`config.mk`:
```
export PLATFORM = sky130hd
export DESIGN_NAME = opp_ctrl
export DESIGN_NICKNAME = d
export VERILOG_FILES = /design/src/rtl/opp_pkg.sv /design/src/rtl/opp_ctrl.sv
export SDC_FILE = /design/constraint.sdc
export NUM_CORES = 1
export LEC_CHECK = 0
export BUFFER_PORTS_ARGS = -buffer_cell sky130_fd_sc_hd__clkbuf_2
export CAP_MARGIN = 20
export CORE_ASPECT_RATIO = 1.25
export CORE_UTILIZATION = 40
export CTS_CLUSTER_SIZE = 20
export DETAILED_ROUTE_END_ITERATION = 10
export SYNTH_ARGS = -nofsm -noshare
export SYNTH_HDL_FRONTEND = slang
export SYNTH_SLANG_ARGS = --single-unit
```
`constraint.sdc`:
```
create_clock -name clk -period 2.31 [get_ports clk]
set_input_delay 0.231 -clock clk [delete_from_list [all_inputs] [get_ports clk]]
set_output_delay 0.231 -clock clk [all_outputs]
set_load 0.02 [all_outputs]
```
`src/rtl/opp_pkg.sv`:
```
// ============================================================================
// opp_pkg: shared types and constants of the onset peak picker
// Sizes, register indexes, reset values, and the command and status
// structs that join the controller to the datapath.
// ============================================================================
package opp_pkg;

    // Capacity of the frame store and the analysis window.
    localparam int MAX_FRAMES = 4096;
    localparam int CHANNELS   = 4;
    localparam int MAX_WINDOW = 16;

    // Derived sizes.
    localparam int FRAME_AW = $clog2(MAX_FRAMES);
    localparam int FCNT_W   = FRAME_AW + 1;
    localparam int CH_W     = (CHANNELS > 1) ? $clog2(CHANNELS) : 1;
    localparam int WIN_AW   = (MAX_WINDOW > 1) ? $clog2(MAX_WINDOW) : 1;
    localparam int SCAN_W   = WIN_AW + 1;

    // Field widths of the ports.
    localparam int DET_W      = 16;
    localparam int CFG_W      = 16;
    localparam int WLEN_W     = 5;
    localparam int CFG_AW     = 3;
    localparam int FRAMENO_W  = 12;
    localparam int TIME_W     = 28;

    // Arithmetic widths.
    localparam int NRM_W    = DET_W + 1;          // scaled value, Q1.16
    localparam int PROD_W   = NRM_W + CFG_W;      // scaled value times weight
    localparam int D_W      = 34;                 // detection and smoothed value
    localparam int HSUM_W   = D_W + WIN_AW;       // sum over the window
    localparam int DIV_N_W  = HSUM_W;             // divider dividend
    localparam int DIV_D_W  = NRM_W;              // divider divisor
    localparam int WSUM_W   = CFG_W + CH_W;       // sum of the weights
    localparam int FLOOR_W  = CFG_W + WSUM_W;     // silence floor
    localparam int HALF_W   = D_W / 2;            // width of each half of the mean for alpha
    localparam int PHALF_W  = HALF_W + CFG_W;
    localparam int AMUL_W   = D_W + CFG_W;
    localparam int ALPHA_SH = 12;
    localparam int THR_W    = AMUL_W - ALPHA_SH + 1;

    // Configuration register indexes.
    localparam logic [CFG_AW-1:0] CFG_WEIGHT_0 = 3'd0;
    localparam logic [CFG_AW-1:0] CFG_WEIGHT_1 = 3'd1;
    localparam logic [CFG_AW-1:0] CFG_WEIGHT_2 = 3'd2;
    localparam logic [CFG_AW-1:0] CFG_WEIGHT_3 = 3'd3;
    localparam logic [CFG_AW-1:0] CFG_ALPHA    = 3'd4;
    localparam logic [CFG_AW-1:0] CFG_SILENCE  = 3'd5;
    localparam logic [CFG_AW-1:0] CFG_WINDOW   = 3'd6;
    localparam logic [CFG_AW-1:0] CFG_PERIOD   = 3'd7;

    // Configuration reset values.
    localparam logic [CFG_W-1:0]  RST_WEIGHT_ON  = 16'd4096;
    localparam logic [CFG_W-1:0]  RST_WEIGHT_OFF = 16'd0;
    localparam logic [CFG_W-1:0]  RST_ALPHA      = 16'd410;
    localparam logic [CFG_W-1:0]  RST_SILENCE    = 16'd1311;
    localparam logic [WLEN_W-1:0] RST_WINDOW     = 5'd5;
    localparam logic [CFG_W-1:0]  RST_PERIOD     = 16'd11610;

    // Commands from the controller to the datapath.
    typedef struct packed {
        logic load;
        logic a_init;
        logic rd_frame;
        logic latch_row;
        logic div_chan;
        logic mac;
        logic acc;
        logic hist;
        logic div_mean;
        logic silence;
        logic win_wr;
        logic scan;
        logic div_wmean;
        logic am_lo;
        logic am_hi;
        logic thr;
        logic keep;
        logic finish;
        logic f_rd;
        logic f_mul;
        logic f_out;
    } opp_cmd_t;

    // Status from the datapath to the controller.
    typedef struct packed {
        logic div_done;
        logic frame_more;
        logic chan_last;
        logic peak_zero;
        logic first_frame;
        logic scan_done;
        logic slot_free;
    } opp_sts_t;

endpackage

```
`src/rtl/opp_ctrl.sv`:
```
// ============================================================================
// opp_ctrl: sequencing state machine of the onset peak picker
// Accepts loads and fetches, and steps the datapath through the per-frame
// analysis and the fetch of one onset.
// ============================================================================
module opp_ctrl (
    input  logic              clk,
    input  logic              rst_n,
    input  logic              in_valid,
    input  logic              mode,
    input  logic              last_frame,
    input  opp_pkg::opp_sts_t sts,
    output opp_pkg::opp_cmd_t cmd,
    output logic              in_ready
);
    import opp_pkg::*;

    typedef enum logic [23:0] {
        S_IDLE   = 24'h000001,
        S_INIT   = 24'h000002,
        S_RD     = 24'h000004,
        S_RDW    = 24'h000008,
        S_DIVS   = 24'h000010,
        S_DIV    = 24'h000020,
        S_MAC    = 24'h000040,
        S_ACC    = 24'h000080,
        S_HIST   = 24'h000100,
        S_MDIVS  = 24'h000200,
        S_MDIV   = 24'h000400,
        S_SIL    = 24'h000800,
        S_WIN    = 24'h001000,
        S_SCAN   = 24'h002000,
        S_WDIVS  = 24'h004000,
        S_WDIV   = 24'h008000,
        S_AM1    = 24'h010000,
        S_AM2    = 24'h020000,
        S_THR    = 24'h040000,
        S_KEEP   = 24'h080000,
        S_FIN    = 24'h100000,
        S_FRD    = 24'h200000,
        S_FMUL   = 24'h400000,
        S_FOUT   = 24'h800000
    } opp_state_t;

    opp_state_t state_reg;
    opp_state_t state_next;

    // Next state and commands.
    always_comb
    begin
        state_next = state_reg;
        cmd        = '0;
        in_ready   = 1'b0;
        case (state_reg)
            S_IDLE:
            begin
                in_ready = 1'b1;
                if (in_valid)
                begin
                    if (mode)
                    begin
                        state_next = S_FRD;
                    end
                    else
                    begin
                        cmd.load = 1'b1;
                        if (last_frame)
                            state_next = S_INIT;
                    end
                end
            end
            S_INIT:
            begin
                cmd.a_init = 1'b1;
                state_next = S_RD;
            end
            S_RD:
            begin
                if (sts.frame_more)
                begin
                    cmd.rd_frame = 1'b1;
                    state_next   = S_RDW;
                end
                else
                begin
                    state_next = S_FIN;
                end
            end
            S_RDW:
            begin
                cmd.latch_row = 1'b1;
                state_next    = S_DIVS;
            end
            S_DIVS:
            begin
                if (sts.peak_zero)
                begin
                    state_next = S_MAC;
                end
                else
                begin
                    cmd.div_chan = 1'b1;
                    state_next   = S_DIV;
                end
            end
            S_DIV:
            begin
                if (sts.div_done)
                    state_next = S_MAC;
            end
            S_MAC:
            begin
                cmd.mac    = 1'b1;
                state_next = S_ACC;
            end
            S_ACC:
            begin
                cmd.acc    = 1'b1;
                state_next = sts.chan_last ? S_HIST : S_DIVS;
            end
            S_HIST:
            begin
                cmd.hist   = 1'b1;
                state_next = S_MDIVS;
            end
            S_MDIVS:
            begin
                cmd.div_mean = 1'b1;
                state_next   = S_MDIV;
            end
            S_MDIV:
            begin
                if (sts.div_done)
                    state_next = S_SIL;
            end
            S_SIL:
            begin
                cmd.silence = 1'b1;
                state_next  = sts.first_frame ? S_KEEP : S_WIN;
            end
            S_WIN:
            begin
                cmd.win_wr = 1'b1;
                state_next = S_SCAN;
            end
            S_SCAN:
            begin
                cmd.scan = 1'b1;
                if (sts.scan_done)
                    state_next = S_WDIVS;
            end
            S_WDIVS:
            begin
                cmd.div_wmean = 1'b1;
                state_next    = S_WDIV;
            end
            S_WDIV:
            begin
                if (sts.div_done)
                    state_next = S_AM1;
            end
            S_AM1:
            begin
                cmd.am_lo  = 1'b1;
                state_next = S_AM2;
            end
            S_AM2:
            begin
                cmd.am_hi  = 1'b1;
                state_next = S_THR;
            end
            S_THR:
            begin
                cmd.thr    = 1'b1;
                state_next = S_KEEP;
            end
            S_KEEP:
            begin
                cmd.keep   = 1'b1;
                state_next = S_RD;
            end
            S_FIN:
            begin
                cmd.finish = 1'b1;
                state_next = S_IDLE;
            end
            S_FRD:
            begin
                cmd.f_rd   = 1'b1;
                state_next = S_FMUL;
            end
            S_FMUL:
            begin
                cmd.f_mul  = 1'b1;
                state_next = S_FOUT;
            end
            S_FOUT:
            begin
                if (sts.slot_free)
                begin
                    cmd.f_out  = 1'b1;
                    state_next = S_IDLE;
                end
            end
            default:
            begin
                state_next = S_IDLE;
            end
        endcase
    end

    // State register.
    always_ff @(posedge clk or negedge rst_n)
    begin
        if (!rst_n)
            state_reg <= S_IDLE;
        else
            state_reg <= state_next;
    end

endmodule

```
# [After elaboration in Yosys (flattened, before gate mapping)]
# Cells that the tools add are included.
# Widths: inputs -> output; s select.
[totals] wordCells=74 reg_bits=24 input_bits=12 output_inout_bits=22
[op_classes] mux=40 eq_ne=31 n_reduce_logical=2
[op_table] operator="$pmux 24 s22" count=1
[op_table] operator="$mux 24" count=8
[op_table] operator="$mux 1" count=27
[op_table] operator="$eq 24x1->1 const B" count=1
[op_table] operator="$eq 24x10->1 const B" count=1
[op_table] operator="$eq 24x11->1 const B" count=1
[op_table] operator="$eq 24x12->1 const B" count=1
[op_table] operator="$eq 24x13->1 const B" count=1
[op_table] operator="$eq 24x14->1 const B" count=1
[op_table] operator="$eq 24x15->1 const B" count=1
[op_table] operator="$eq 24x16->1 const B" count=1
[op_table] operator="$eq 24x17->1 const B" count=1
[op_table] operator="$eq 24x18->1 const B" count=1
[op_table] operator="$eq 24x19->1 const B" count=1
[op_table] operator="$eq 24x2->1 const B" count=1
[op_table] operator="$eq 24x20->1 const B" count=1
[op_table] operator="$eq 24x21->1 const B" count=1
[op_table] operator="$eq 24x22->1 const B" count=1
[op_table] operator="$eq 24x23->1 const B" count=1
[op_table] operator="$eq 24x24->1 const B" count=1
[op_table] operator="$eq 24x3->1 const B" count=1
[op_table] operator="$eq 24x4->1 const B" count=1
[op_table] operator="$eq 24x5->1 const B" count=1
[op_table] operator="$eq 24x6->1 const B" count=1
[op_table] operator="other kinds (11)" count=16

# [Longest topological paths before layout]
# Gate-level depths: netlist (run 1).
[logic_depth] depth_word=4 mapped_depth=7 mapped_depth_nobuf=6

# [Worst setup path after synthesis (run 1)]
# No wires, ideal clock.
[synth_path] path_type="register -> output" from="register state_reg[1]" to="output port cmd[16] in the netlist's numbering" t_arrival_ns=2.332 stages_incl_launch_ff=6 path_slack_ns=-0.253 n_path_buf=1 path_cell_list="dfrtp_1 > or4_4 > buf_6 > nor4_4 > nand2_1 > nor4_1"
[synth_lines] element="from (decl)" line_no="opp_ctrl.sv:45" rtl="opp_state_t state_reg;"
[synth_lines] element="from (signal assigned)" line_no="opp_ctrl.sv:218" rtl="state_reg <= state_next;"
[synth_lines] element="to (decl)" line_no="opp_ctrl.sv:13" rtl="output opp_pkg::opp_cmd_t cmd,"

==> results.yml, run 1 <==
run_status:
  run_status: "finished, violations left"
  violations: "negative setup slack"
synthesis:
  distinct_cell_type_count_after_synthesis: 46
  seq_area_frac_synth: 0.371
  netlist.top_cell.by_area: "dfrtp_1"
  synth_enable_flop_cells: 0
  postSynthNetCount: 193
  synthFlopType: "dfrtp_1"
  syn_avg_cell_area_sq_um: 8.97
  synth.top_cells.by_area: "dfrtp_1 35%, nor2_1 4.6%, nor4_1 4.6%"
  synth_warn: 0
  ffs_latches_synth: 24
  synth_largest_type_area_fraction: 0.354
  synth.most_common_cell: "dfrtp_1"
  post_synth_arst_share: 1.00
  syn_area_sq_um: 1620
  synth_commonest_cells: "23 x dfrtp_1, 20 x nor2_1, 12 x nor4_1"
  syn-instance-count: 181
routing:
  drcViolationCount: 0
  detail_route.wl_per_cell_microns: 17.0
  routed_wl_microns: 5350
  dr.first_iter.drc_count: 58
  via_count: 1799
  drt-pass1-iter-count: 4
  routed_via_density: 5.73
  antenna_violating_nets_post_route: 0
die:
  die_w_microns: 59.0
  floorplan.initialDensity: 0.422
  die_area_sq_um: 4320
  pin_count: 34
  floorplan.rows: 25
  die_height_microns: 73.2
  placeableCoreArea_sq_um: 3850
place:
  dpl.hpwl_microns: 3450
  buffer_ports.inserted: 33
  gp_congestion: 0.849
cts:
  cts_buffers: 3
  ctsRootBufferMaster: "clkbuf_8"
  htree_num_levels: 1
  cts.path.max_buffers: 2
  cts_tree: "yes"
  clk_pin_slew_worst_paths_ns: 0.09
  clk-insertion-delay-late_ns: 0.27
  cts.sink_count: 24
timing:
  post-route-period-util: 1.11
  final_hold_vio_count: 0
  final_count_of_pins_violating_max_slew: 0
  hold_slack_ns: 0.124
  final-setup-viol-count: 28
  maxSlewHeadroom: 0.449
  maxClockFrequency_ghz: 0.389
  worst_slack_ns: -0.263
  tns_ns: -4.03
  max_slew.worst_pin.slew_ns: 0.825
  grt_setup_unrepaired: "true"
  finalWorstPathRequiredPeriod_ns: 2.57
  final.setup_skew_ns: 0.00716
cells_and_area:
  drive_above_1_share: 0.550
  layout-area-overhead-vs-synth_pct: 64.2
  multi_input_comb_area_sq_um: 1220
  fin_nets: 273
  area.sequential_sq_um: 604
  max_reg_flops: 24
  nFillCells: 298
  antenna-diode-count: 0
pwr:
  internal_uw: 1400
  clkPwrFrac: 0.121
  switching_part_of_the_total_power: 0.413
  post-layout-total-power_uw: 2380
  vdd_drop_max_v: 0.000883
  share_comb_of_total_power: 0.663
  power_density_nw_per_um2: 894
  leakagePower_uw: 0.00128
  power.net_switching_uw: 986
  p_seq_frac: 0.216
worst_setup_path:
  cp_data_arrival_time_ns: 2.34
  timing.critical_path.to_type: "primary output"
  cpMaxStageDelayCell: "or4_4"
  critical_path.max_stage_delay_ns: 0.53
  timing.critical_path.fanout_max: 7
  cp_cell_sequence: "or4_4 -> buf_4 -> nor4_2 -> nand3_2 -> nor3b_2 -> buf_4"
  criticalPathCategory: "reg2out"
  crit_required_ns: 2.08
  cp-start-kind: "register"
  cpMostUsedCell: "buf_4"
grt:
  number_of_antenna_violations_at_the_first_check_in_global_routing: 0
  grt_pass1_wl_microns: 7850
  global_route.overflow_total: 0
  grt_start_max_net_pins: 25
  grt_pass1_vias: 1673
  grt_usage: 0.240
run:
  max_cap_viol_count: 0
min_path:
  min-delay-path-class: "in2reg"
==> worst max-delay path, delay by kind of cell, from the launching register on <==
kind                   cells  cell delay (ns)
DFF                        1             0.43
buffers and inverters      2             0.39
and+or+nand+nor            4             1.24
==> worst paths after layout <==
| path | startpoint | to | slack, ns | depth (start not counted) |
|---|---|---|---|---|
| hold reg to reg | state_reg[7]$_DFFE_PN0P_ | state_reg[7]$_DFFE_PN0P_ | 0.62 | 2 |
| setup / recovery | state_reg[2]$_DFFE_PN0P_ | cmd[14] | -0.26 | 6 |
| hold / removal | sts[2] | state_reg[12]$_DFFE_PN0P_ | 0.12 | 2 |
| min in group asynchronous | rst_n | state_reg[7]$_DFFE_PN0P_ | 0.51 | 2 |
| max in group asynchronous | rst_n | state_reg[8]$_DFFE_PN0P_ | 1.37 | 2 |
| setup reg to reg | state_reg[2]$_DFFE_PN0P_ | state_reg[11]$_DFFE_PN0P_ | -0.25 | 7 |
==> metal layers <==
metal	part of all wire	GRT usage	wire length, microns	up-vias
li1	-	-	-	841
met1	0.40	0.294	2150	893
met2	0.55	0.427	2920	55
met3	0.032	0.0284	172	10
met4	0.021	0.0873	111	0
met5	0	0	0	-
==> final cells by class <==
cell class,count,share of cell area
Sequential cell,24,0.227
Multi-Input combinational cell,138,0.458
Tap cell,54,0.0253
Clock buffer,4,0.0206
Timing Repair Buffer,86,0.258
Inverter,8,0.0113
==> power groups by stage <==
stage	logic (uW)	clock network, uW	registers (uW)
floorplan	637	0	507
detailed placement	978	0	521
finish	1580	289	514
global placement	963	0	518
global route	1690	309	517
CTS	1280	299	511
==> cells in the final DEF, fill, tap and decap left out, types with 4 or more instances in the layout <==
| cell | n |
|---|---|
| and3_4 | 4 |
| nor3_2 | 4 |
| o21ai_0 | 6 |
| a21o_1 | 6 |
| buf_6 | 11 |
| buf_4 | 55 |
| nor2_1 | 15 |
| nor4_1 | 4 |
| inv_1 | 8 |
| dfrtp_1 | 21 |
| clkbuf_2 | 14 |
| nor4_2 | 4 |
| clkbuf_8 | 5 |
| or4_4 | 4 |
| nand2b_1 | 4 |
| nor4_4 | 6 |
| and4_1 | 4 |
==> repair_timing <==
item	4_1_cts	5_1_grt
buffers inserted	17	9
pin swaps	17	18
endpoints found under the hold margin	23	0
hold buffers	1	0
setup endpoints to repair	26	31
gates resized for setup	41	57
==> kinds of logic after synthesis <==
kind of cell / Yosys count / synth area share
and+or+nand+nor: 105 / 0.419
DFF: 24 / 0.371
buffers and inverters: 19 / 0.0485
AOI/OAI and AO/OA: 27 / 0.129
xor gates and xnor gates: 6 / 0.0324
==> per-stage QoR <==
step | cells | worst slack [ns] | utilization | instance area, sq um
detailed placement | 283 | -0.0975 | 0.539 | 2070
global placement | 283 | -0.0591 | 0.539 | 2070
finish | 314 | -0.263 | 0.693 | 2670
global route | 314 | -0.340 | 0.693 | 2670
floorplan | 181 | 0.0172 | - | 1680
CTS | 305 | -0.249 | 0.633 | 2430
No activity file was read; power rests on OpenSTA's default activity.
==> run 2, diff against run 1 <==
Settings changed: CORE_UTILIZATION 40 to 45, CTS_BUF_LIST set to sky130_fd_sc_hd__clkbuf_2, PLACE_DENSITY set to 0.7.
==> results.yml, run 2 (same netlist as run 1, synthesis figures left out) <==
run:
  max_cap_viol_count: 0
cells_and_area:
  final_common_cell: "buf_4"
  postLayoutCellArea_sq_um: 3030
  drive_above_1_share: 0.621
  nFillCells: 168
  commonest_non_fill_non_tap_cells_in_the_layout: "72 x buf_4, 19 x buf_6, 19 x dfrtp_1"
  max_reg_flops: 24
  final_design_utilization: 0.878
  fin_nets: 306
  layout-area-overhead-vs-synth_pct: 86.6
  antenna-diode-count: 0
pwr:
  p_seq_frac: 0.190
  clkPwrFrac: 0.065
  leakagePower_uw: 0.00147
  vdd_drop_max_v: 0.00111
  power.net_switching_uw: 1200
  switching_part_of_the_total_power: 0.442
  share_comb_of_total_power: 0.745
  power_density_nw_per_um2: 895
  internal_uw: 1510
  post-layout-total-power_uw: 2710
place:
  dpl.hpwl_microns: 3760
  placedInstanceArea_sq_um: 2100
  gp_congestion: 0.855
  place_worst_setup_slack_ns: -0.132
  buffer_ports.inserted: 33
min_path:
  whs_endpoint: "state_reg[8]$_DFFE_PN0P_"
  min_path_cells: 2
  min-delay-path-class: "in2reg"
  min_from: "sts[4]"
cts:
  clk_pin_slew_worst_paths_ns: 0.23
  cts.sink_count: 24
  ctsRootBufferMaster: "clkbuf_2"
  cts_tree: "yes"
  clk-insertion-delay-late_ns: 0.37
  htree_num_levels: 1
  cts_buffers: 3
  cts.path.max_buffers: 2
die:
  die_height_microns: 69.2
  floorplan.initialDensity: 0.470
  placeableCoreArea_sq_um: 3450
  die_area_sq_um: 3850
  pin_count: 34
  floorplan.rows: 24
  die_w_microns: 55.7
worst_setup_path:
  crit_required_ns: 2.08
  critical_path.max_stage_delay_ns: 0.56
  timing.critical_path.to_type: "primary output"
  r2r_setup_slk_ns: -0.35
  worst_r2r_path_depth: 12
  timing.critical_path.fanout_max: 4
  timing.critical_path.max_delay_family: "simple AND/OR/NAND/NOR gates"
  cp-start-kind: "register"
  criticalPathCategory: "reg2out"
  worst-path-buf-inv: 3
  critical_path.reg2reg.endpoint: "state_reg[1]$_DFFE_PN0P_"
  cpMaxStageDelayCell: "or4_4"
  cp_data_arrival_time_ns: 2.57
  cp_cell_sequence: "or4_4 -> nor3_4 -> buf_4 -> nand3_4 -> buf_6 -> nor2_4 -> and3_4 -> buf_8"
  critical_path.reg2reg.startpoint: "state_reg[9]$_DFFE_PN0P_"
grt:
  number_of_antenna_violations_at_the_first_check_in_global_routing: 0
  grt_usage: 0.325
  grt_pass1_vias: 2039
  global_route.overflow_total: 0
  grt_start_max_net_pins: 25
  grt_pass1_wl_microns: 9930
timing:
  max_slew.worst_pin.slew_ns: 0.637
  maxSlewHeadroom: 0.575
  maxClockFrequency_ghz: 0.357
  finalWorstPathRequiredPeriod_ns: 2.80
  post-route-period-util: 1.21
  grt_setup_unrepaired: "true"
  final-setup-viol-count: 33
  final_hold_vio_count: 0
  worst_slack_ns: -0.494
  final.setup_skew_ns: 0.0107
  final_count_of_pins_violating_max_slew: 0
routing:
  routed_via_density: 6.42
  drt-pass1-iter-count: 5
  via_count: 2133
  drcViolationCount: 0
  antenna_violating_nets_post_route: 0
  routed_wl_microns: 7520
  detail_route.wl_per_cell_microns: 22.6
  dr.first_iter.drc_count: 197
run_status:
  run_status: "finished, violations left"
  violations: "negative setup slack"
[run 2: worst max path at each step]
| stage | from | end | slack [ns] | cells past startpoint |
|---|---|---|---|---|
| after global routing | state_reg[12]$_DFFE_PN0P_ | cmd[7] | -0.55 | 8 |
| after detailed placement | state_reg[3]$_DFFE_PN0P_ | state_reg[11]$_DFFE_PN0P_ | -0.13 | 6 |
| after global placement | state_reg[0]$_DFFE_PN1P_ | state_reg[11]$_DFFE_PN0P_ | -0.07 | 7 |
| after floorplan | state_reg[17]$_DFFE_PN0P_ | state_reg[11]$_DFFE_PN0P_ | 0.02 | 7 |
| final | state_reg[8]$_DFFE_PN0P_ | cmd[7] | -0.49 | 8 |
| after CTS | state_reg[1]$_DFFE_PN0P_ | cmd[16] | -0.37 | 6 |
[run 2: worst register-to-register path: cells and delay by family (launching register included)]
kind	cells	cell delay [ns]
buffers and inverters	7	0.99
AO/OA/AOI/OAI	1	0.27
flip-flops	1	0.46
AND/OR/NAND/NOR	4	0.87
[run 2: power by group through the flow]
| stage | clock network, uW | registers (uW) | logic [uW] |
|---|---|---|---|
| 2_1_floorplan | 0 | 507 | 637 |
| 3_3_place_gp | 0 | 510 | 1000 |
| 3_5_place_dp | 0 | 514 | 1040 |
| 4_1_cts | 172 | 501 | 1450 |
| 5_1_grt | 193 | 518 | 2100 |
| 6_report | 176 | 516 | 2020 |
[run 2: through the flow]
step                hold WS, ns  std cells  TNS [ns]
finish                   0.0900        332    -10.85
global route             0.0792        332    -12.71
CTS                      0.0218        310     -6.37
detailed placement        0.269        276    -0.638
global placement          0.261        276    -0.170
floorplan               -0.0646        181         0
[run 2: routing by layer]
metal	vias to the layer above	wire, microns	global-route usage
li1	906	-	-
met2	153	3910	0.593
met4	0	401	0.161
met3	46	495	0.0450
met5	-	0	0
met1	1028	2710	0.362
[run 2: cell type report]
class	instances	area, sq um	share of cell area
Multi-Input combinational cell	138	1300	0.428
Timing Repair Buffer	119	1030	0.339
Sequential cell	24	607	0.200
Tap cell	39	48.8	0.0161
Inverter	8	32.5	0.0107
Clock buffer	3	15.0	0.00495
Clock inverter	1	3.75	0.00124
[run 2: what timing repair did]
item	4_1_cts	5_1_grt
gates resized for setup	73	60
endpoints found under the hold margin	24	1
endpoints found under the setup margin	30	34
buffers inserted	28	24
pin swaps	22	29
hold buffers	2	1
